### src/design/btks_pkg.sv
`default_nettype none

package btks_pkg;

    localparam int COORD_FRAC_BITS_DEF = 16;

    localparam int REM_W     = 34;
    localparam int DIVISOR_W = 33;
    localparam int DIV_CNT_W = 5;

    localparam logic [DIV_CNT_W-1:0] CONF_DIV_STEPS = 5'd15;

    localparam logic [15:0] CONF_ONE = 16'd32768;

    localparam int CFG_INDEX_W = 4;
    localparam logic [CFG_INDEX_W-1:0] CFG_PROCESS_NOISE      = 4'd0;
    localparam logic [CFG_INDEX_W-1:0] CFG_MEASUREMENT_NOISE  = 4'd1;
    localparam logic [CFG_INDEX_W-1:0] CFG_INITIAL_COVARIANCE = 4'd2;
    localparam logic [CFG_INDEX_W-1:0] CFG_EXPIRY_SPAN        = 4'd3;

    localparam logic [31:0] PROCESS_NOISE_RST      = 32'd65536;
    localparam logic [31:0] MEASUREMENT_NOISE_RST  = 32'd65536;
    localparam logic [31:0] INITIAL_COVARIANCE_RST = 32'd65536;
    localparam logic [31:0] EXPIRY_SPAN_RST        = 32'd1000000;

    typedef enum logic [1:0] {
        OP_START  = 2'd0,
        OP_UPDATE = 2'd1,
        OP_AGE    = 2'd2,
        OP_NONE   = 2'd3
    } op_t;

    typedef enum logic [3:0] {
        ST_IDLE,
        ST_PRED,
        ST_GAIN,
        ST_AGE,
        ST_AGE_DIV,
        ST_DIV,
        ST_MUL,
        ST_ACC,
        ST_DONE
    } state_t;

    typedef struct packed {
        logic                 start;
        logic [REM_W-1:0]     rem_init;
        logic [DIVISOR_W-1:0] divisor;
        logic [DIV_CNT_W-1:0] steps;
    } div_req_t;

endpackage

`default_nettype wire

### src/design/box_track_kalman_smoother.sv
`default_nettype none

// channel  | direction | handshake            | payload
// s_       | in        | s_valid / s_ready    | operation, four measured coordinates, time_now
// m_       | out       | m_valid / m_ready    | four estimates, error_variance, confidence,
//          |           |                      | expired
// cfg_     | in        | cfg_valid / cfg_ready| cfg_index, cfg_data
//
// start and unused operation: accept goes straight to the done state, which loads the result register
// update: runs the bit-serial gain divider and then five passes through the
// shared multiplier
// age check: up to 15 bit-serial confidence divider steps
// s_ready is high only when idle; a waiting result holds the sequencer in its
// final state. synchronous active-low reset, cfg_ready is always high

module box_track_kalman_smoother #(
    parameter int COORD_FRAC_BITS = btks_pkg::COORD_FRAC_BITS_DEF
) (
    input  wire logic                                aclk,
    input  wire logic                                aresetn,

    input  wire logic                                s_valid,
    output logic                                     s_ready,
    input  wire logic [1:0]                          s_operation,
    input  wire logic signed [31:0]                  s_meas_left_x,
    input  wire logic signed [31:0]                  s_meas_left_y,
    input  wire logic signed [31:0]                  s_meas_right_x,
    input  wire logic signed [31:0]                  s_meas_right_y,
    input  wire logic [47:0]                         s_time_now,

    output logic                                     m_valid,
    input  wire logic                                m_ready,
    output logic signed [31:0]                       m_est_left_x,
    output logic signed [31:0]                       m_est_left_y,
    output logic signed [31:0]                       m_est_right_x,
    output logic signed [31:0]                       m_est_right_y,
    output logic [31:0]                              m_error_variance,
    output logic [15:0]                              m_confidence,
    output logic                                     m_expired,

    input  wire logic                                cfg_valid,
    output logic                                     cfg_ready,
    input  wire logic [btks_pkg::CFG_INDEX_W-1:0]    cfg_index,
    input  wire logic [31:0]                         cfg_data
);

    localparam int F  = COORD_FRAC_BITS;
    localparam int QW = (F + 1 > 15) ? (F + 1) : 15;
    localparam int BW = F + 2;
    localparam int PW = btks_pkg::REM_W + BW;

    localparam logic [F:0]    K_ONE = {1'b1, {F{1'b0}}};
    localparam logic [PW-1:0] HALF  = {{(PW-1){1'b0}}, 1'b1} << (F - 1);

    btks_pkg::state_t   state_reg, state_next;
    btks_pkg::op_t      op_reg;
    btks_pkg::div_req_t div_req;

    logic [31:0] q_reg, r_reg, p0_reg, span_reg;

    logic [31:0] est_reg [4];
    logic [31:0] meas_reg [4];
    logic [31:0] var_reg;
    logic [47:0] last_reg;
    logic [15:0] conf_reg;

    logic [47:0] now_reg;
    logic [47:0] elapsed_reg;
    logic [31:0] pp_reg;
    logic [F:0]  k_reg;
    logic [PW-1:0] prod_reg;
    logic [2:0]  cnt_reg;
    logic        expired_reg;
    logic        m_valid_reg;

    logic          div_done;
    logic [QW-1:0] div_quot;

    logic                 accept;
    logic [32:0]          pp_sum;
    logic [32:0]          den;
    logic [31:0]          span_eff;
    logic                 time_back;
    logic                 past_span;
    logic [1:0]           idx;
    logic signed [32:0]   diff;
    logic signed [33:0]   mul_a;
    logic signed [BW-1:0] mul_b;
    logic signed [PW-1:0] mul_p;
    logic signed [PW-1:0] delta;
    logic signed [PW-1:0] est_sum;
    logic [31:0]          est_sat;
    logic [PW-1:0]        var_shift;

    assign accept    = s_valid && s_ready;
    assign s_ready   = (state_reg == btks_pkg::ST_IDLE);
    assign cfg_ready = 1'b1;

    // shared datapath pieces
    always_comb begin
        pp_sum    = {1'b0, var_reg} + {1'b0, q_reg};
        den       = {1'b0, pp_reg} + {1'b0, r_reg};
        span_eff  = (span_reg == '0) ? 32'd1 : span_reg;
        time_back = now_reg < last_reg;
        past_span = elapsed_reg >= {16'd0, span_eff};
        idx       = cnt_reg[1:0];
        diff      = $signed({meas_reg[idx][31], meas_reg[idx]})
                  - $signed({est_reg[idx][31], est_reg[idx]});
        if (cnt_reg == 3'd4) begin
            mul_a = $signed({2'b00, pp_reg});
            mul_b = $signed({1'b0, K_ONE - k_reg});
        end else begin
            mul_a = {diff[32], diff};
            mul_b = $signed({1'b0, k_reg});
        end
        mul_p     = mul_a * mul_b;
        delta     = $signed(prod_reg + HALF) >>> F;
        est_sum   = $signed({{(PW-32){est_reg[idx][31]}}, est_reg[idx]}) + delta;
        if (est_sum[PW-1:31] == '0 || est_sum[PW-1:31] == '1) begin
            est_sat = est_sum[31:0];
        end else if (est_sum[PW-1]) begin
            est_sat = 32'h8000_0000;
        end else begin
            est_sat = 32'h7FFF_FFFF;
        end
        var_shift = prod_reg >> F;
    end

    always_ff @(posedge aclk) begin
        if (!aresetn) begin
            state_reg <= btks_pkg::ST_IDLE;
        end else begin
            state_reg <= state_next;
        end
    end

    always_comb begin
        state_next       = state_reg;
        div_req          = '0;
        unique case (state_reg)
            btks_pkg::ST_IDLE: begin
                if (s_valid) begin
                    unique case (btks_pkg::op_t'(s_operation))
                        btks_pkg::OP_UPDATE: state_next = btks_pkg::ST_PRED;
                        btks_pkg::OP_AGE:    state_next = btks_pkg::ST_AGE;
                        default:             state_next = btks_pkg::ST_DONE;
                    endcase
                end
            end
            btks_pkg::ST_PRED: begin
                state_next = btks_pkg::ST_GAIN;
            end
            btks_pkg::ST_GAIN: begin
                if (den == '0) begin
                    state_next = btks_pkg::ST_MUL;
                end else begin
                    div_req.start    = 1'b1;
                    div_req.rem_init = {2'b00, pp_reg};
                    div_req.divisor  = den;
                    div_req.steps    = btks_pkg::DIV_CNT_W'(F + 1);
                    state_next       = btks_pkg::ST_DIV;
                end
            end
            btks_pkg::ST_AGE: begin
                state_next = time_back ? btks_pkg::ST_DONE : btks_pkg::ST_AGE_DIV;
            end
            btks_pkg::ST_AGE_DIV: begin
                if (past_span) begin
                    state_next = btks_pkg::ST_DONE;
                end else begin
                    div_req.start    = 1'b1;
                    div_req.rem_init = {1'b0, elapsed_reg[31:0], 1'b0};
                    div_req.divisor  = {1'b0, span_eff};
                    div_req.steps    = btks_pkg::CONF_DIV_STEPS;
                    state_next       = btks_pkg::ST_DIV;
                end
            end
            btks_pkg::ST_DIV: begin
                if (div_done) begin
                    state_next = (op_reg == btks_pkg::OP_UPDATE) ? btks_pkg::ST_MUL
                                                                 : btks_pkg::ST_DONE;
                end
            end
            btks_pkg::ST_MUL: begin
                state_next = btks_pkg::ST_ACC;
            end
            btks_pkg::ST_ACC: begin
                state_next = (cnt_reg == 3'd4) ? btks_pkg::ST_DONE : btks_pkg::ST_MUL;
            end
            btks_pkg::ST_DONE: begin
                if (!m_valid_reg || m_ready) begin
                    state_next = btks_pkg::ST_IDLE;
                end
            end
            default: begin
                state_next = btks_pkg::ST_IDLE;
            end
        endcase
    end

    btks_div #(
        .QW (QW)
    ) u_div (
        .aclk    (aclk),
        .aresetn (aresetn),
        .req     (div_req),
        .done    (div_done),
        .quot    (div_quot)
    );

    // configuration, filter state and result valid
    always_ff @(posedge aclk) begin
        if (!aresetn) begin
            q_reg       <= btks_pkg::PROCESS_NOISE_RST;
            r_reg       <= btks_pkg::MEASUREMENT_NOISE_RST;
            p0_reg      <= btks_pkg::INITIAL_COVARIANCE_RST;
            span_reg    <= btks_pkg::EXPIRY_SPAN_RST;
            for (int i = 0; i < 4; i++) begin
                est_reg[i] <= '0;
            end
            var_reg     <= '0;
            last_reg    <= '0;
            conf_reg    <= btks_pkg::CONF_ONE;
            cnt_reg     <= '0;
            m_valid_reg <= 1'b0;
        end else begin
            if (cfg_valid) begin
                unique case (cfg_index)
                    btks_pkg::CFG_PROCESS_NOISE:      q_reg    <= cfg_data;
                    btks_pkg::CFG_MEASUREMENT_NOISE:  r_reg    <= cfg_data;
                    btks_pkg::CFG_INITIAL_COVARIANCE: p0_reg   <= cfg_data;
                    btks_pkg::CFG_EXPIRY_SPAN:        span_reg <= cfg_data;
                    default: ;
                endcase
            end
            if (accept) begin
                cnt_reg <= '0;
                if (btks_pkg::op_t'(s_operation) == btks_pkg::OP_START) begin
                    est_reg[0] <= s_meas_left_x;
                    est_reg[1] <= s_meas_left_y;
                    est_reg[2] <= s_meas_right_x;
                    est_reg[3] <= s_meas_right_y;
                    var_reg    <= p0_reg;
                    last_reg   <= s_time_now;
                    conf_reg   <= btks_pkg::CONF_ONE;
                end else if (btks_pkg::op_t'(s_operation) == btks_pkg::OP_UPDATE) begin
                    last_reg <= s_time_now;
                end
            end
            if (state_reg == btks_pkg::ST_AGE_DIV && past_span) begin
                conf_reg <= '0;
            end
            if (state_reg == btks_pkg::ST_DIV && div_done && op_reg == btks_pkg::OP_AGE) begin
                conf_reg <= btks_pkg::CONF_ONE - {1'b0, div_quot[14:0]};
            end
            if (state_reg == btks_pkg::ST_ACC) begin
                cnt_reg <= cnt_reg + 3'd1;
                if (cnt_reg == 3'd4) begin
                    var_reg <= var_shift[31:0];
                end else begin
                    est_reg[idx] <= est_sat;
                end
            end
            if (state_reg == btks_pkg::ST_DONE && (!m_valid_reg || m_ready)) begin
                m_valid_reg <= 1'b1;
            end else if (m_ready) begin
                m_valid_reg <= 1'b0;
            end
        end
    end

    // item working registers and result payload
    always_ff @(posedge aclk) begin
        if (accept) begin
            op_reg      <= btks_pkg::op_t'(s_operation);
            meas_reg[0] <= s_meas_left_x;
            meas_reg[1] <= s_meas_left_y;
            meas_reg[2] <= s_meas_right_x;
            meas_reg[3] <= s_meas_right_y;
            now_reg     <= s_time_now;
            expired_reg <= 1'b0;
        end
        if (state_reg == btks_pkg::ST_PRED) begin
            pp_reg <= pp_sum[32] ? 32'hFFFF_FFFF : pp_sum[31:0];
        end
        if (state_reg == btks_pkg::ST_GAIN) begin
            k_reg <= '0;
        end
        if (state_reg == btks_pkg::ST_DIV && div_done) begin
            k_reg <= div_quot[F:0];
        end
        if (state_reg == btks_pkg::ST_AGE) begin
            elapsed_reg <= now_reg - last_reg;
            if (time_back) begin
                expired_reg <= 1'b1;
            end
        end
        if (state_reg == btks_pkg::ST_AGE_DIV && past_span) begin
            expired_reg <= elapsed_reg != {16'd0, span_eff};
        end
        if (state_reg == btks_pkg::ST_MUL) begin
            prod_reg <= mul_p;
        end
        if (state_reg == btks_pkg::ST_DONE && (!m_valid_reg || m_ready)) begin
            m_est_left_x     <= est_reg[0];
            m_est_left_y     <= est_reg[1];
            m_est_right_x    <= est_reg[2];
            m_est_right_y    <= est_reg[3];
            m_error_variance <= var_reg;
            m_confidence     <= conf_reg;
            m_expired        <= expired_reg;
        end
    end

    assign m_valid = m_valid_reg;

    a_conf_in_range: assert property (@(posedge aclk) disable iff (!aresetn)
        m_valid_reg |-> m_confidence <= btks_pkg::CONF_ONE)
        else $error("confidence above one");

    a_gain_in_range: assert property (@(posedge aclk) disable iff (!aresetn)
        state_reg == btks_pkg::ST_MUL |-> k_reg <= K_ONE)
        else $error("gain above one");

    a_result_held: assert property (@(posedge aclk) disable iff (!aresetn)
        m_valid_reg && !m_ready |=> m_valid_reg
            && $stable({m_est_left_x, m_est_left_y, m_est_right_x, m_est_right_y,
                        m_error_variance, m_confidence, m_expired}))
        else $error("waiting result item changed");

endmodule

`default_nettype wire

### src/design/btks_div.sv
`default_nettype none

module btks_div #(
    parameter int QW = 17
) (
    input  wire logic              aclk,
    input  wire logic              aresetn,
    input  wire btks_pkg::div_req_t req,
    output logic                   done,
    output logic [QW-1:0]          quot
);

    logic [btks_pkg::REM_W-1:0]     rem_reg, rem_next;
    logic [btks_pkg::DIVISOR_W-1:0] div_reg;
    logic [QW-1:0]                  quot_reg, quot_next;
    logic [btks_pkg::DIV_CNT_W-1:0] cnt_reg;
    logic                           busy_reg;
    logic                           done_reg;
    logic                           ge;
    logic [btks_pkg::REM_W-1:0]     rem_sub;

    // one restoring step: compare, subtract, shift
    always_comb begin
        ge        = rem_reg >= {1'b0, div_reg};
        rem_sub   = ge ? (rem_reg - {1'b0, div_reg}) : rem_reg;
        rem_next  = {rem_sub[btks_pkg::REM_W-2:0], 1'b0};
        quot_next = {quot_reg[QW-2:0], ge};
    end

    always_ff @(posedge aclk) begin
        if (!aresetn) begin
            busy_reg <= 1'b0;
            done_reg <= 1'b0;
            cnt_reg  <= '0;
        end else begin
            done_reg <= 1'b0;
            if (req.start) begin
                busy_reg <= 1'b1;
                cnt_reg  <= req.steps;
            end else if (busy_reg) begin
                cnt_reg <= cnt_reg - 1'b1;
                if (cnt_reg == btks_pkg::DIV_CNT_W'(1)) begin
                    busy_reg <= 1'b0;
                    done_reg <= 1'b1;
                end
            end
        end
    end

    always_ff @(posedge aclk) begin
        if (req.start) begin
            rem_reg  <= req.rem_init;
            div_reg  <= req.divisor;
            quot_reg <= '0;
        end else if (busy_reg) begin
            rem_reg  <= rem_next;
            quot_reg <= quot_next;
        end
    end

    assign done = done_reg;
    assign quot = quot_reg;

    a_no_start_when_busy: assert property (@(posedge aclk) disable iff (!aresetn)
        req.start |-> !busy_reg)
        else $error("divider restarted while busy");

    a_divisor_nonzero: assert property (@(posedge aclk) disable iff (!aresetn)
        req.start |-> (req.divisor != '0) && (req.steps != '0))
        else $error("divider started with zero divisor or no steps");

    a_done_after_busy: assert property (@(posedge aclk) disable iff (!aresetn)
        done_reg |-> !busy_reg && $past(busy_reg))
        else $error("divider done without a run");

endmodule

`default_nettype wire
### config.mk
export PLATFORM = sky130hd
export DESIGN_NAME = box_track_kalman_smoother
export DESIGN_NICKNAME = d
export VERILOG_FILES = /design/src/design/btks_pkg.sv /design/src/design/box_track_kalman_smoother.sv /design/src/design/btks_div.sv
export SDC_FILE = /design/constraint.sdc
export NUM_CORES = 2
export LEC_CHECK = 0
export BUFFER_PORTS_ARGS = -buffer_cell sky130_fd_sc_hd__buf_2
export CORE_ASPECT_RATIO = 1.1
export CORE_MARGIN = 5
export CORE_UTILIZATION = 55
export CTS_BUF_LIST = sky130_fd_sc_hd__clkbuf_4
export CTS_CLUSTER_DIAMETER = 40
export DETAILED_ROUTE_END_ITERATION = 7
export GPL_TIMING_DRIVEN = 0
export PLACE_DENSITY = 0.81
export SLEW_MARGIN = 20
export SYNTH_ARGS = -nofsm -noshare
export SYNTH_HDL_FRONTEND = slang
export SYNTH_SLANG_ARGS = --single-unit
### constraint.sdc
create_clock -name aclk -period 14.65 [get_ports aclk]
set_clock_uncertainty 0.05 [all_clocks]
set_input_delay 1.465 -clock aclk [delete_from_list [all_inputs] [get_ports aclk]]
set_output_delay 1.465 -clock aclk [all_outputs]
set_load 0.03 [all_outputs]
==> flow_summary.json <==
{
  "fin_nets": 8635,
  "cp.arrival_ns": 14.86,
  "viasPerCell": 6.08,
  "drc_errors": 0,
  "min_period_over_period_pct": 95.0,
  "muxShareOfSynthArea_pct": 2.87,
  "outcome": "finished, final reports clean",
  "start_util_pct": 55.2,
  "synthFlopType": "edfxtp_1",
  "hold_viol": 0,
  "avgSynthCellArea_um2": 9.92,
  "netlist.area_leader.share_pct": 30.3,
  "drt-initial-drc-count": 6891,
  "synth-seq-cells": 943,
  "grt_pass1_wl_um": 346000,
  "reg2reg_depth": 38,
  "grt_antenna_before_repair": 35,
  "min_period_ns": 13.92,
  "startpoint_type": "flop",
  "synth_cells": 6840,
  "die_width_um": 345,
  "ys_top_cells_by_count": "nand2_1, inv_1, edfxtp_1",
  "whs_endpoint": "meas_reg[0][31]$_DFFE_PP_",
  "crit_path_end_kind": "flop",
  "yosysTopAreaCell": "edfxtp_1",
  "crit_slowest_cell": "buf_1",
  "r2r_end": "prod_reg[51]$_DFFE_PP_",
  "avgRoutedWirePerCell_um": 25.1,
  "synth_edf_count": 684,
  "syn_area_um2": 67800,
  "port_buffers": 396,
  "htreeDepth": 4,
  "cts_tree": "done",
  "async_flop_share_pct": 0,
  "maxCapViolations": 0,
  "syn-num-nets": 7978,
  "slew_violations": 0,
  "stdcell_count": 9376,
  "hold_class": "primary input to flop",
  "ant_nets": 0,
  "io-pin-count": 399,
  "numCtsBuffers": 236,
  "grt-ovfl-total": 0,
  "synth_top_family_by_area": "adder cells",
  "cpLargestDelayFamily": "adder cells",
  "holdPathStages": 1,
  "drive_gt1_share_pct": 12.3,
  "fp.dieArea_um2": 130000,
  "place_congestion": 1.02,
  "critPathBufInv": 6,
  "cts.path.max_buffers": 3,
  "reg2reg_slack_ns": 0.73,
  "dieHeight_um": 378,
  "grt_max_degree": 100,
  "root_buffer": "clkbuf_4",
  "synth_compound_area_share_pct": 13.2,
  "crit_type": "flop to flop",
  "relSlewSlack_pct": 14.7,
  "ctsHoldBuffers": 0,
  "grt_pass1_vias": 56100,
  "clk_pin_slew_ns": 0.07,
  "max_clock_freq_mhz": 71.8,
  "path_common_cell": "fa_1",
  "vias": 57000,
  "firstDrtPassIters": 8,
  "drt-total-wl_um": 235000,
  "utilization_pct": 61.6,
  "grt_util_all_layers_pct": 35.6,
  "finalSetupViolCount": 0,
  "yosys_warnings": 0,
  "synth_xor_area_share_pct": 3.37,
  "cts_setup_buffers": 0,
  "place_hpwl_um": 186000,
  "finalSetupTns_ns": 0,
  "synthTopCellsByArea": "edfxtp_1, fa_1, dfxtp_1, ha_1, nand2_1",
  "fp.coreArea_um2": 123000,
  "worstMarginPinSlew_ns": 1.27,
  "dp.cells": 8902,
  "clock-sinks": 943,
  "synthAdderAreaFrac_pct": 23.0,
  "critPathMaxStageDelay_ns": 0.87,
  "rsz0062_at_grt": "false",
  "hp-start": "s_meas_left_x[31]",
  "synth.most_common_cell": "nand2_1",
  "area_delta_synth_final_pct": 11.5,
  "synthSimpleGateAreaFrac_pct": 13.2,
  "rows": 135,
  "synth.distinct_cells": 86,
  "ys_seq_area_share_pct": 37.9,
  "crit_path_max_fanout": 10,
  "clkLatencyLatePin_ns": 1.31,
  "cts_resized": 0,
  "worst_ep_required_time_ns": 15.59
}
layer usage:
layer  vias to the layer above  track usage, %  wire length (µm)
met5                         -               0                93
met4                        14            19.8             15400
met3                       736            10.6             30200
met2                      3825            52.5            101000
met1                     27500            47.1             88500
li1                      24900               -                 -
through the flow:
| stage | hold WS (ns) | setup slack, ns | cell area, µm² |
|---|---|---|---|
| finish | 0.309 | 0.730 | 75600 |
| global route | 0.253 | 0.305 | 75600 |
| CTS | 0.182 | 0.920 | 75500 |
| detailed placement | 0.371 | 1.01 | 72400 |
| global placement | 0.359 | 1.14 | 71900 |
| floorplan | 0.350 | 4.07 | 67800 |
placed cells by master (no fill, tap or decap), types with 48 or more instances in the layout:
cell type,instances
a21o_1,112
a21oi_1,464
a22oi_1,50
and2_1,77
and3_1,49
buf_2,405
clkbuf_1,263
clkbuf_4,343
clkinv_1,60
dfxtp_1,259
edfxtp_1,684
fa_1,544
ha_1,375
inv_1,866
mux2i_1,48
mux4_2,64
nand2_1,996
nand3_1,119
nor2_1,473
nor3_1,67
o21a_1,66
o21ai_0,251
xnor2_1,161
xor2_1,94
worst max-delay path by stage:
stage                                         to  cells after the start  slack, ns  start
final                     prod_reg[51]$_DFFE_PP_                     38       0.73   flop
after global routing      prod_reg[51]$_DFFE_PP_                     37       0.30   flop
after CTS                 prod_reg[51]$_DFFE_PP_                     37       0.92   flop
after detailed placement  prod_reg[51]$_DFFE_PP_                     38       1.01   flop
after global placement    prod_reg[51]$_DFFE_PP_                     37       1.14   flop
after floorplan           prod_reg[51]$_DFFE_PP_                     38       4.07   flop
cell type report:
class / instances / area, µm²
fill: 10200 / 47200
multi-input combinational: 4735 / 37900
sequential: 943 / 25700
inverter: 869 / 3270
clock buffer: 343 / 2570
timing repair buffer: 419 / 2300
tap: 1644 / 2060
buffer: 293 / 1130
clock inverter: 99 / 598
antenna: 31 / 77.6
logic make-up (layout without fill, tap and decap cells):
logic type      Yosys count  in the layout
simple gates           2042           2042
compound gates         1398           1398
buf+inv                1162           2023
flops                   943            943
fa+ha+maj               919            919
xor+xnor                261            261
mux                     114            114
other cells               1             32
Power is not shown: default switching activity piles up to over one toggle a cycle in this logic, so the estimate is an artifact.
